## src/rtl/sliding_median_threshold_alert_defines.svh

```systemverilog
// assertion macros shared by the sliding median threshold alert rtl
// no dependencies; included by the files that carry concurrent checks
`ifndef SLIDING_MEDIAN_THRESHOLD_ALERT_DEFINES_SVH
`define SLIDING_MEDIAN_THRESHOLD_ALERT_DEFINES_SVH

// same-cycle implication, disabled while reset is asserted
`define SMTA_ASSERT_IMP(label, clk, rstn, ante, cons) \
    label: assert property (@(posedge clk) disable iff (!rstn) (ante) |-> (cons)) \
        else $error("smta: same-cycle check failed");

// next-cycle implication, disabled while reset is asserted
`define SMTA_ASSERT_NXT(label, clk, rstn, ante, cons) \
    label: assert property (@(posedge clk) disable iff (!rstn) (ante) |=> (cons)) \
        else $error("smta: next-cycle check failed");

`endif

```

## src/rtl/smta_pkg.sv

```systemverilog
// shared constants and controller/datapath interface types for the median alert block
// no dependencies
`default_nettype none

package smta_pkg;

    // value range and window depth
    localparam int VALUE_BINS = 256;
    localparam int WINDOW_MAX = 256;

    // field and storage widths
    localparam int SAMPLE_W = 8;
    localparam int BIN_W    = $clog2(VALUE_BINS);
    localparam int POS_W    = $clog2(WINDOW_MAX);
    localparam int LEN_W    = 9;
    localparam int CNT_W    = 9;
    localparam int ACC_W    = CNT_W + 1;
    localparam int TM_W     = 9;
    localparam int TOTAL_W  = 32;

    // configuration port
    localparam int APB_ADDR_W = 3;
    localparam int APB_DATA_W = 32;
    localparam logic       REG_WINDOW_LEN   = 1'b0;
    localparam logic [LEN_W-1:0] WINDOW_LEN_RESET = 9'd4;

    // commands from the controller to the datapath
    typedef struct packed {
        logic cap;       // capture the accepted transaction
        logic walk_rd;   // read the next histogram bin of the median walk
        logic ring_rd;   // read the oldest sample from the ring
        logic old_rd;    // read the histogram bin of the oldest sample
        logic old_wr;    // write back that bin decremented
        logic new_rd;    // read the histogram bin of the new sample
        logic new_wr;    // write back incremented, store sample, commit result
        logic out_load;  // hand the result to the output register
    } smta_cmd_t;

    // status from the datapath to the controller
    typedef struct packed {
        logic warm;      // window not yet full
        logic bin_last;  // walk is at the last bin
    } smta_sts_t;

endpackage

`default_nettype wire

```

## src/rtl/smta_ctrl.sv

```systemverilog
// sequencing state machine of the median alert block
// depends on smta_pkg and the assertion macro header
`default_nettype none
`include "sliding_median_threshold_alert_defines.svh"

module smta_ctrl (
    input  wire logic              aclk,
    input  wire logic              aresetn,
    input  wire logic              s_valid,
    output logic                   s_ready,
    input  wire logic              out_free,
    input  wire smta_pkg::smta_sts_t sts,
    output smta_pkg::smta_cmd_t    cmd
);
    import smta_pkg::*;

    typedef enum logic [3:0] {
        ST_IDLE,
        ST_WALK,
        ST_WALK_END,
        ST_OLD_RD,
        ST_OLD_WR,
        ST_NEW_RD,
        ST_NEW_WR,
        ST_DONE
    } state_t;

    state_t state_reg;
    state_t state_next;
    logic   accept;

    assign s_ready = (state_reg == ST_IDLE);
    assign accept  = s_valid && s_ready;

    // command decode and next state
    always_comb begin
        cmd        = '0;
        state_next = state_reg;
        case (state_reg)
            ST_IDLE: begin
                cmd.cap = accept;
                if (accept) begin
                    state_next = sts.warm ? ST_NEW_RD : ST_WALK;
                end
            end
            ST_WALK: begin
                cmd.walk_rd = 1'b1;
                if (sts.bin_last) begin
                    state_next = ST_WALK_END;
                end
            end
            ST_WALK_END: begin
                // last bin accumulates while the oldest sample is fetched
                cmd.ring_rd = 1'b1;
                state_next  = ST_OLD_RD;
            end
            ST_OLD_RD: begin
                cmd.old_rd = 1'b1;
                state_next = ST_OLD_WR;
            end
            ST_OLD_WR: begin
                cmd.old_wr = 1'b1;
                state_next = ST_NEW_RD;
            end
            ST_NEW_RD: begin
                cmd.new_rd = 1'b1;
                state_next = ST_NEW_WR;
            end
            ST_NEW_WR: begin
                cmd.new_wr = 1'b1;
                state_next = ST_DONE;
            end
            ST_DONE: begin
                if (out_free) begin
                    cmd.out_load = 1'b1;
                    state_next   = ST_IDLE;
                end
            end
            default: begin
                state_next = ST_IDLE;
            end
        endcase
    end

    // state register
    always_ff @(posedge aclk) begin
        if (!aresetn) begin
            state_reg <= ST_IDLE;
        end else begin
            state_reg <= state_next;
        end
    end

    `SMTA_ASSERT_NXT(a_warm_skips_walk, aclk, aresetn, accept && sts.warm, state_reg == ST_NEW_RD)
    `SMTA_ASSERT_NXT(a_full_walks, aclk, aresetn, accept && !sts.warm, state_reg == ST_WALK)
    `SMTA_ASSERT_NXT(a_result_held, aclk, aresetn, (state_reg == ST_DONE) && !out_free, state_reg == ST_DONE)

endmodule

`default_nettype wire

```

## config.mk

```make
export PLATFORM = sky130hd
export DESIGN_NAME = smta_ctrl
export DESIGN_NICKNAME = d
export VERILOG_FILES = /design/src/rtl/smta_pkg.sv /design/src/rtl/smta_ctrl.sv
export VERILOG_INCLUDE_DIRS = /design/src /design/src/rtl
export SDC_FILE = /design/constraint.sdc
export NUM_CORES = 1
export LEC_CHECK = 0
export BUFFER_PORTS_ARGS = -buffer_cell sky130_fd_sc_hd__buf_2
export CORE_AREA = 2 2 39 41
export CTS_CLUSTER_SIZE = 20
export DETAILED_ROUTE_END_ITERATION = 10
export DIE_AREA = 0 0 41 43
export PLACE_DENSITY_LB_ADDON = 0.25
export SLEW_MARGIN = 0
export SYNTH_ARGS = -nofsm -noshare
export SYNTH_HDL_FRONTEND = slang
export SYNTH_SLANG_ARGS = --single-unit
```

## constraint.sdc

```tcl
create_clock -name aclk -period 1.6 [get_ports aclk]
set_clock_uncertainty 0.1 [all_clocks]
set_input_delay 0.08 -clock aclk [delete_from_list [all_inputs] [get_ports aclk]]
set_output_delay 0.08 -clock aclk [all_outputs]
set_load 0.1 [all_outputs]
```

==> results of run 1 <==
## what timing repair did
item | 4_1_cts | 5_1_grt
hold endpoints to repair | 3 | 0
hold buffers | 1 | 0
setup endpoints to repair | 2 | 0
gates resized for setup | 1 | 0
## worst min-delay path by stage
| stage | to | startpoint | slack [ns] | cells past startpoint |
|---|---|---|---|---|
| floorplan | state_reg[1]$_SDFFE_PN0P_ | aresetn | 0.1 | 2 |
| global placement | state_reg[2]$_SDFFE_PN0P_ | aresetn | 0.23 | 3 |
| detailed placement | state_reg[2]$_SDFFE_PN0P_ | aresetn | 0.24 | 3 |
| CTS | state_reg[0]$_SDFFE_PN0P_ | sts[0] | 0.05 | 4 |
| global route | state_reg[0]$_SDFFE_PN0P_ | sts[0] | 0.07 | 4 |
| finish | state_reg[0]$_SDFFE_PN0P_ | sts[0] | 0.06 | 4 |
## final cells by class
type,count,area [um^2]
clock buffers,4,26.28
multi-input cells,22,187.7
fillers,141,867.1
flip-flops and latches,3,63.81
repair buffers,15,215.2
well taps,16,20.02
inverters,1,3.754
## metal layers
metal | share of wire (%) | vias to the layer above | GRT usage [%] | routed length (um)
met2 | 55 | 6 | 10.63 | 307
met4 | 0 | 0 | 4.000 | 0
met1 | 40 | 116 | 10.86 | 226
met3 | 4.8 | 0 | 4.712 | 27
met5 | 0 | - | 0 | 0
li1 | - | 133 | - | -
## metrics by stage
stage | setup TNS (ns) | power (mW) | cell area [um^2]
after CTS | 0 | 0.6888 | 516.7
after detailed placement | 0 | 0.5465 | 479.2
final | 0 | 0.6775 | 516.7
after floorplan | -1.252 | 0.4196 | 276.5
after global placement | 0 | 0.5454 | 479.2
after global routing | 0 | 0.7087 | 516.7
## cells in the final DEF (no fill, tap or decap)
| master | n |
|---|---|
| buf_12 | 9 |
| buf_2 | 5 |
| a21oi_1 | 3 |
| clkbuf_4 | 3 |
| dfxtp_2 | 3 |
| nor3b_2 | 2 |
| nor2_4 | 2 |
| o21ai_1 | 2 |
| o31ai_1 | 2 |
| inv_2 | 1 |
| nor3_2 | 1 |
| nand2_2 | 1 |
| nor3b_4 | 1 |
| and3_1 | 1 |
| nor3_4 | 1 |
| and2_4 | 1 |
| nand2_1 | 1 |
| and2b_1 | 1 |
| o21ai_2 | 1 |
| nand3_1 | 1 |
| and3b_1 | 1 |
| clkbuf_1 | 1 |
| dlygate4sd3_1 | 1 |
## worst max-delay path, delay by kind of cell, from the launching register on
| kind | cells | cell delay (ns) |
|---|---|---|
| flip-flops | 1 | 0.51 |
| AND/OR/NAND/NOR | 1 | 0.30 |
| buffers and inverters | 1 | 0.21 |
## logic make-up (layout without fill, tap and decap cells)
| kind of cell | after synthesis | in the layout | synth area share [%] |
|---|---|---|---|
| DFF | 3 | 3 | 25.67 |
| and+or+nand+nor | 14 | 14 | 42.25 |
| AOI/OAI and AO/OA | 8 | 8 | 20.85 |
| buffers and inverters | 3 | 20 | 11.23 |
## power groups by stage
stage                     clock [mW]  sequential (mW)  combinational (mW)
after floorplan                    0            0.108               0.311
after global placement             0            0.136               0.409
after detailed placement           0            0.137               0.409
after CTS                      0.140            0.137               0.412
after global routing           0.145            0.142               0.422
final                          0.132            0.137               0.409
## synth_stat cells (all sizes together)
| master | number |
|---|---|
| a21oi | 3 |
| and2 | 1 |
| and2b | 1 |
| and3 | 1 |
| and3b | 1 |
| buf | 2 |
| dfxtp | 3 |
| inv | 1 |
| nand2 | 2 |
| nand3 | 1 |
| nor2 | 2 |
| nor3 | 2 |
| nor3b | 3 |
| o21ai | 3 |
| o31ai | 2 |
==> metrics.md, run 1 <==
| Metric | Value |
|---|---|
| Synthesized netlist cell count | 28 |
| Clock share of power | 19.5% |
| Cell row count | 14 |
| Yosys top cell by area | dfxtp_1 |
| Arrival @ worst endpoint | 1.25 ns |
| Slew headroom | 79.42% |
| Core Util, Final | 37.34% |
| Final Hold Violating Endpoints | 0 |
| MaxCap Viol Count | 0 |
| Die X-Extent | 41 um |
| Internal Power | 334.9 uW |
| Placed Cells | 56 |
| H-tree depth | 1 |
| CTS tree | built |
| Period utilization | 89.10% |
| Io pins | 15 |
| Final net count | 52 |
| Outcome | completed |
| Initial Util | 16.91% |
| Drt pass-1 iters | 3 |
| # diodes | 0 |
| Synth top area share | 25.67% |
| Fin. max-slew vios | 0 |
| Clock Sinks | 3 |
| Worst r2r dst | state_reg[2]$_SDFFE_PN0P_ |
| Post-route ant nets | 0 |
| Reg-to-Reg Start | state_reg[0]$_SDFFE_PN0P_ |
| Latest clock arrival within the worst-skew pair | 0.23 ns |
| Peak VDD IR | 0.0005234 V |
| P_sw | 342.6 uW |
| CP startpoint | state_reg[2]$_SDFFE_PN0P_ |
| CTS clk-pin slew, worst paths | 0.04 ns |
| Worst-Margin Slew | 0.3087 ns |
| Synth area leaders | dfxtp_1 (26%), buf_6 (9.6%), nor3_2 (8.6%), a21oi_1 (6.4%), nor3b_1 (6.4%) |
| Sequential share of power | 20.2% |
| Area delta synth->final | 120.9% |
| Number of flip-flops in the largest register | 3 |
| Final GP Congestion | 0.6679 |
| Yosys warning count | 0 |
| Worst reg2reg path depth | 3 |
| CP Max Fanout | 14 |
| Gr usage total | 8.317% |
| CP Class | reg -> out |
| Initial antenna violation count | 0 |
| Req. time, crit path | 1.42 ns |
| Detailed Route Iter0 Violations | 2 |
| DR WL/cell | 9.213 um |
| HPWL after DPL | 450 um |
| Leak | 0.2085 nW |
| Post-Layout Cell Count | 61 |
| Pre-CTS setup slack | 0.2399 ns |
| FF+latch count, synth | 3 |
| Layout cells sized above 1 | 68.89% |
| Avg Cell Area, Syn | 8.356 um^2 |
| Hold WC Path Type | in -> reg |
| Slowest stage delay, CP | 0.51 ns |
| Core box area | 1384 um^2 |
| Total CTS buffers | 3 |
| Count of cell types in the netlist | 18 |
| Setup bufs post-CTS | 0 |
| Sw frac | 50.56% |
| Port buffer count | 14 |
| Number of global-route vias before repair | 226 |
| DR vias/cell | 4.180 |
| Slowest-stage cell, CP | dfxtp_2 |
| Final setup margin | 0.1744 ns |
| Worst reg2reg setup slack | 0.43 ns |
| DR vias | 255 |
| Final hold slack | 0.05747 ns |
| Die area | 1763 um^2 |
| Final min period | 1.426 ns |
| DRC errors left | 0 |
| Endpoint class of the critical path | primary output |
| Post-synthesis cell area | 234.0 um^2 |
| Clock Tree Buf Depth | 2 |
| Die Y-Extent | 43 um |
| Total routed wirelength | 562 um |
| Cell Chain, Critical Path | nor3b_2 -> buf_12 |
| Clk root buf | clkbuf_4 |
| Max Clock Freq | 701.4 MHz |
| # setup viols final | 0 |
| Largest net degree at the start of global routing | 15 |
| RSZ-0062 raised after global routing | false |
| Combinational fraction of design power | 60.3% |
| First-pass GRT wire length | 979 um |
| Total grt overflow | 0 |
| Critical Path Sink | cmd[3] |
| Power Density | 1311 nW/um^2 |
| Post-synthesis sequential area ratio | 25.67% |
| Startpoint class of the critical path | register |
| Mapped Nets | 34 |
No activity file was read; power rests on OpenSTA's default activity.
==> run 2, diff against run 1 <==
--- a/config.mk
+++ b/config.mk
@@ -12,6 +12,7 @@
 export DETAILED_ROUTE_END_ITERATION = 10
 export DIE_AREA = 0 0 41 43
 export PLACE_DENSITY_LB_ADDON = 0.25
+export RECOVER_POWER = 50
 export SLEW_MARGIN = 0
 export SYNTH_ARGS = -nofsm -noshare
 export SYNTH_HDL_FRONTEND = slang
==> run 2 against run 1 <==
  * Non-clock buffer count unchanged
  * Die area unchanged
  * Sequential power is essentially flat
  * Cell count is the same
  * Power decreased by 1.4%
  * Setup slack worse by 0.033 ns
  * Critical endpoint is now cmd[0]
  * Highest routed layer unchanged
==> metrics.md, run 2 (synthesis results as in run 1) <==
| Metric | Value |
|---|---|
| Outcome | completed |
| # diodes | 0 (unchanged) |
| Drt pass-1 iters | 2 (-1) |
| DR WL/cell | 9.279 um (+0.71%) |
| Die area | 1763 um^2 (unchanged) |
| Cell row count | 14 (unchanged) |
| H-tree depth | 1 (unchanged) |
| Core box area | 1384 um^2 (unchanged) |
| Port buffer count | 14 (unchanged) |
| Initial antenna violation count | 0 (unchanged) |
| Clock Tree Buf Depth | 2 (unchanged) |
| Cell Chain, Critical Path | nand2_1 -> nor2_4 -> buf_12 |
| DR vias/cell | 4.164 (-0.39%) |
| Worst reg2reg path depth | 3 (unchanged) |
| Latest clock arrival within the worst-skew pair | 0.23 ns (about the same) |
| Slowest-stage cell, CP | dfxtp_2 |
| Sw frac | 50.73% (+0.17 points) |
| Slowest stage delay, CP | 0.47 ns (-0.04 ns) |
| Total CTS buffers | 3 (unchanged) |
| HPWL after DPL | 450 um (unchanged) |
| Detailed Route Iter0 Violations | 6 (+4) |
| Total grt overflow | 0 (unchanged) |
| Post-route ant nets | 0 (unchanged) |
| Final min period | 1.458 ns (+0.03270 ns) |
| Setup TNS | 0 ns (unchanged) |
| Arrival @ worst endpoint | 1.28 ns (+0.03 ns) |
| Period utilization | 91.15% (+2.0 points) |
| Area delta synth->final | 114.4% |
| Startpoint class of the critical path | register |
| Buffers and inverters on the worst path | 1 (unchanged) |
| Clock Sinks | 3 (unchanged) |
| Req. time, crit path | 1.42 ns (about the same) |
| P_sw | 339.1 uW (-1.0%) |
| Final setup margin | 0.1417 ns (-0.03270 ns) |
| Final net count | 52 (unchanged) |
| Placed Cells | 56 (unchanged) |
| Io pins | 15 (unchanged) |
| Clock share of power | 19.6% (about the same) |
| Slew headroom | 79.39% (about the same) |
| Delay-heaviest family, CP | flip-flops |
| Die Y-Extent | 43 um (unchanged) |
| Pre-CTS setup slack | 0.2399 ns (unchanged) |
| Hold-critical path depth | 4 (unchanged) |
| RSZ-0062 raised after global routing | false |
| Initial Util | 16.91% (unchanged) |
| Worst-Margin Slew | 0.3091 ns (+0.0004089 ns) |
| Post-Layout Cell Count | 61 (unchanged) |
| # setup viols final | 0 (unchanged) |
| Setup bufs post-CTS | 0 (unchanged) |
| Internal Power | 329.3 uW (-1.7%) |
| Critical path depth | 3 (+1) |
| Clk root buf | clkbuf_4 |
| Die X-Extent | 41 um (unchanged) |
| Final GP Congestion | 0.6679 (unchanged) |
| Commonest non-fill, non-tap cell in the layout | buf_12 |
| Layout cells sized above 1 | 66.67% (-2.2 points) |
| Total routed wirelength | 566 um (+0.71%) |
| First-pass GRT wire length | 979 um (unchanged) |
| Leak | 0.2043 nW (-2.0%) |
| Final Hold Violating Endpoints | 0 (unchanged) |
| Fin. max-slew vios | 0 (unchanged) |
| CP Class | reg -> out |
| Endpoint class of the critical path | primary output |
| CP Max Fanout | 12 (-2) |
| CTS clk-pin slew, worst paths | 0.03 ns (about the same) |
| Largest net degree at the start of global routing | 15 (unchanged) |
| Commonest non-fill, non-tap cells in the layout | buf_12 (8), buf_2 (5), clkbuf_4 (4) |
| DRC errors left | 0 (unchanged) |
| CTS tree | built |
| DR vias | 254 (-0.39%) |
| Power Density | 1332 nW/um^2 (+1.6%) |
| MaxCap Viol Count | 0 (unchanged) |
| Sequential share of power | 20.2% (about the same) |
| Number of flip-flops in the largest register | 3 (unchanged) |
| Max Clock Freq | 685.7 MHz (-2.2%) |
| Peak VDD IR | 0.0005125 V (-2.1%) |
| Core Util, Final | 36.26% (-1.1 points) |
| Gr usage total | 8.317% (unchanged) |
| Combinational fraction of design power | 60.2% (about the same) |
| Number of global-route vias before repair | 226 (unchanged) |
| Hold WC Path Type | in -> reg |
run 2: cell count changes in the layout (fill, tap and decap cells not counted), sizes merged:
cell / change
buf: -1
clkbuf: +1
run 2: worst reg2reg max path, stage by stage (launching register included):
cell and delay, ns:
dfxtp_2 0.47, nand2_1 0.22, o21ai_2 0.20, a21oi_1 0.05
run 2: final cells by class:
| type | count | area, um^2 |
|---|---|---|
| fillers | 144 | 882.1 |
| repair buffers | 15 | 202.7 |
| multi-input cells | 22 | 185.2 |
| flip-flops and latches | 3 | 63.81 |
| clock buffers | 4 | 26.28 |
| well taps | 16 | 20.02 |
| inverters | 1 | 3.754 |
run 2: metal layers:
| layer | vias to the layer above | global-route usage [%] | part of all wire, % |
|---|---|---|---|
| li1 | 132 | - | - |
| met1 | 116 | 10.86 | 41 |
| met2 | 6 | 10.63 | 53 |
| met3 | 0 | 4.712 | 5.5 |
| met4 | 0 | 4.000 | 0 |
| met5 | - | 0 | 0 |
run 2: worst paths after layout:
kind	start	endpoint	slack (ns)
max	state_reg[0]$_SDFFE_PN0P_	cmd[0]	0.14
max reg2reg	state_reg[0]$_SDFFE_PN0P_	state_reg[0]$_SDFFE_PN0P_	0.43
min	sts[0]	state_reg[0]$_SDFFE_PN0P_	0.06
min reg2reg	state_reg[1]$_SDFFE_PN0P_	state_reg[2]$_SDFFE_PN0P_	0.43
run 2: metrics by stage:
stage | hold WS (ns) | instance area [um^2] | total power [mW]
2_1_floorplan | 0.09886 | 276.5 | 0.4196
3_3_place_gp | 0.2319 | 479.2 | 0.5454
3_5_place_dp | 0.2364 | 479.2 | 0.5465
4_1_cts | 0.05165 | 516.7 | 0.6888
5_1_grt | 0.06952 | 501.7 | 0.7004
6_report | 0.05754 | 501.7 | 0.6683
run 2: what timing repair did:
item                                   in CTS  in global routing
setup endpoints to repair                   2                  0
endpoints found under the hold margin       3                  0
resized for setup                           1                  0
hold buffers                                1                  0
run 2: power by group through the flow:
stage	Clock (mW)	Combinational, mW	Sequential, mW
6_report	0.131	0.402	0.135
5_1_grt	0.145	0.415	0.141
4_1_cts	0.140	0.412	0.137
3_5_place_dp	0	0.409	0.137
3_3_place_gp	0	0.409	0.136
2_1_floorplan	0	0.311	0.108
==> run 3, diff against run 2 <==
--- a/config.mk
+++ b/config.mk
@@ -7,12 +7,16 @@
 export NUM_CORES = 1
 export LEC_CHECK = 0
 export BUFFER_PORTS_ARGS = -buffer_cell sky130_fd_sc_hd__buf_2
+export CELL_PAD_IN_SITES_DETAIL_PLACEMENT = 1
+export CELL_PAD_IN_SITES_GLOBAL_PLACEMENT = 2
 export CORE_AREA = 2 2 39 41
 export CTS_CLUSTER_SIZE = 20
 export DETAILED_ROUTE_END_ITERATION = 10
 export DIE_AREA = 0 0 41 43
+export GPL_TIMING_DRIVEN = 0
 export PLACE_DENSITY_LB_ADDON = 0.25
 export RECOVER_POWER = 50
+export SKIP_LAST_GASP = 1
 export SLEW_MARGIN = 0
 export SYNTH_ARGS = -nofsm -noshare
 export SYNTH_HDL_FRONTEND = slang
==> run 3 against run 2 <==
  * Non-clock buffer count grew 2
  * Cell count grew 3.3%
  * Count of clock-buffer cells in the layout is the same
  * Critical path depth is the same
  * Clock power is essentially flat
  * Highest routed layer unchanged
==> metrics.md, run 3 (synthesis results as in run 1) <==
| Metric | Value |
|---|---|
| MaxCap Viol Count | 0 (unchanged) |
| Dpl cell area | 366.6 um^2 (-23%) |
| DR vias | 275 (+8.3%) |
| Commonest non-fill, non-tap cell in the layout | clkbuf_4 |
| Cell Chain, Critical Path | buf_6 -> nor3_4 -> buf_2 |
| Register Area | 62.56 um^2 (-2.0%) |
| Slowest-stage cell, CP | buf_2 |
| Worst-Margin Slew | 0.4867 ns (+0.1776 ns) |
| Post-route ant nets | 0 (unchanged) |
| # setup viols final | 0 (unchanged) |
| Total CTS buffers | 3 (unchanged) |
| Final GP Congestion | 0.7119 (+6.6%) |
| # diodes | 0 (unchanged) |
| CP Max Fanout | 10 (-2) |
| Slew headroom | 67.78% (-12 points) |
| Layout cells sized above 1 | 68.09% (+1.4 points) |
| Peak VDD IR | 0.0004075 V (-20%) |
| Number of global-route vias before repair | 296 (+31%) |
| Clock Tree Buf Depth | 2 (unchanged) |
| Max Clock Freq | 655.6 MHz (-4.4%) |
| Area taken by multi-input logic gates | 187.7 um^2 (+1.4%) |
| Final instance area | 420.4 um^2 (-16%) |
| Period utilization | 95.33% (+4.2 points) |
| Endpoint class of the critical path | primary output |
| Die Y-Extent | 43 um (unchanged) |
| First-pass GRT wire length | 1207 um (+23%) |
| Initial antenna violation count | 0 (unchanged) |
| H-tree depth | 1 (unchanged) |
| Arrival @ worst endpoint | 1.35 ns (+0.07 ns) |
| HPWL after DPL | 520 um (+16%) |
| Fillers | 168 (+17%) |
| Slowest stage delay, CP | 0.45 ns (-0.02 ns) |
| Leak | 0.1883 nW (-7.8%) |
| Latest clock arrival within the worst-skew pair | 0.23 ns (about the same) |
| Final net count | 54 (+3.8%) |
| Final hold slack | 0.08575 ns (+0.02820 ns) |
| Req. time, crit path | 1.42 ns (about the same) |
| Drt pass-1 iters | 2 (unchanged) |
| DR WL/cell | 11.02 um (+19%) |
| Hold WC Path Type | in -> reg |
| Power Density | 1448 nW/um^2 (+8.7%) |
| Commonest non-fill, non-tap cells in the layout | clkbuf_4 (8), buf_2 (7), a21oi_1 (3) |
| Clock Sinks | 3 (unchanged) |
| Die area | 1763 um^2 (unchanged) |
| Number of flip-flops in the largest register | 3 (unchanged) |
| Final min period | 1.525 ns (+0.06688 ns) |
| Startpoint class of the critical path | register |
| Initial Util | 16.91% (unchanged) |
| Cell row count | 14 (unchanged) |
| Port buffer count | 14 (unchanged) |
| Outcome | completed |
| Clk root buf | clkbuf_4 |
| CTS tree | built |
| Die X-Extent | 41 um (unchanged) |
| Final Hold Violating Endpoints | 0 (unchanged) |
| Detailed Route Iter0 Violations | 1 (-5) |
| Fin. max-slew vios | 0 (unchanged) |
| DRC errors left | 0 (unchanged) |
| CTS clk-pin slew, worst paths | 0.04 ns (about the same) |
| DR vias/cell | 4.365 (+4.8%) |
| Area delta synth->final | 79.68% |
| CP Class | reg -> out |
| Gr usage total | 10.34% (+2.0 points) |
| Total routed wirelength | 694 um (+23%) |
| Core box area | 1384 um^2 (unchanged) |
| Largest net degree at the start of global routing | 11 (-4) |
| Io pins | 15 (unchanged) |
| RSZ-0062 raised after global routing | false |
| Total grt overflow | 0 (unchanged) |
run 3: cell types whose count changed in the layout (fill, tap and decap cells not counted), sizes merged:
cell / previous run / this run
buf: 13 / 11
clkbuf: 5 / 9
run 3: worst max-delay path, delay by kind of cell (launching register included):
family	cells	cell delay, ns
AND/OR/NAND/NOR	1	0.18
flip-flops	1	0.32
buffers and inverters	2	0.60
run 3: worst paths after layout:
| kind | cells after the start | slack (ns) | start | endpoint |
|---|---|---|---|---|
| hold / removal | 3 | 0.09 | s_valid | state_reg[0]$_SDFFE_PN0P_ |
| setup / recovery | 3 | 0.07 | state_reg[0]$_SDFFE_PN0P_ | s_ready |
| hold reg to reg | 1 | 0.45 | state_reg[1]$_SDFFE_PN0P_ | state_reg[2]$_SDFFE_PN0P_ |
| setup reg to reg | 4 | 0.52 | state_reg[0]$_SDFFE_PN0P_ | state_reg[0]$_SDFFE_PN0P_ |
run 3: layout make-up:
class	count	area share, %
Tap cell	16	4.762
Sequential cell	3	14.88
Multi-Input combinational cell	22	44.64
Buffer	2	5.357
Timing Repair Buffer	15	23.21
Inverter	1	0.8929
Clock buffer	4	6.250
run 3: per-layer routing:
metal  part of all wire, %  wire (um)  GRT usage, %
met2                    56        391         16.88
met4                     0          0         8.000
met3                   4.8         33         1.571
met1                    39        270         10.93
met5                     0          0             0
run 3: what timing repair did:
action                                 in CTS  in global routing
gates cloned                                0                  0
gates resized for setup                     2                  5
setup endpoints to repair                   2                  5
endpoints found under the hold margin       1                  0
hold buffers                                1                  0
buffers inserted                            0                  0
run 3: where the power goes:
group,switching (mW),internal (mW)
registers,0.0226,0.0891
logic,0.274,0.0926
clock network,0.0374,0.0933
run 3: per-stage QoR:
step | setup slack [ns] | power [mW] | cells | TNS [ns] | util [%]
global placement | 0.2147 | 0.4657 | 58 | 0 | 26.49
detailed placement | 0.2000 | 0.4701 | 58 | 0 | 26.49
floorplan | -0.3321 | 0.4196 | 28 | -1.252 | -
global route | 0.009889 | 0.6445 | 63 | 0 | 30.38
CTS | 0.01201 | 0.6181 | 63 | 0 | 29.48
finish | 0.07478 | 0.6087 | 63 | 0 | 30.38
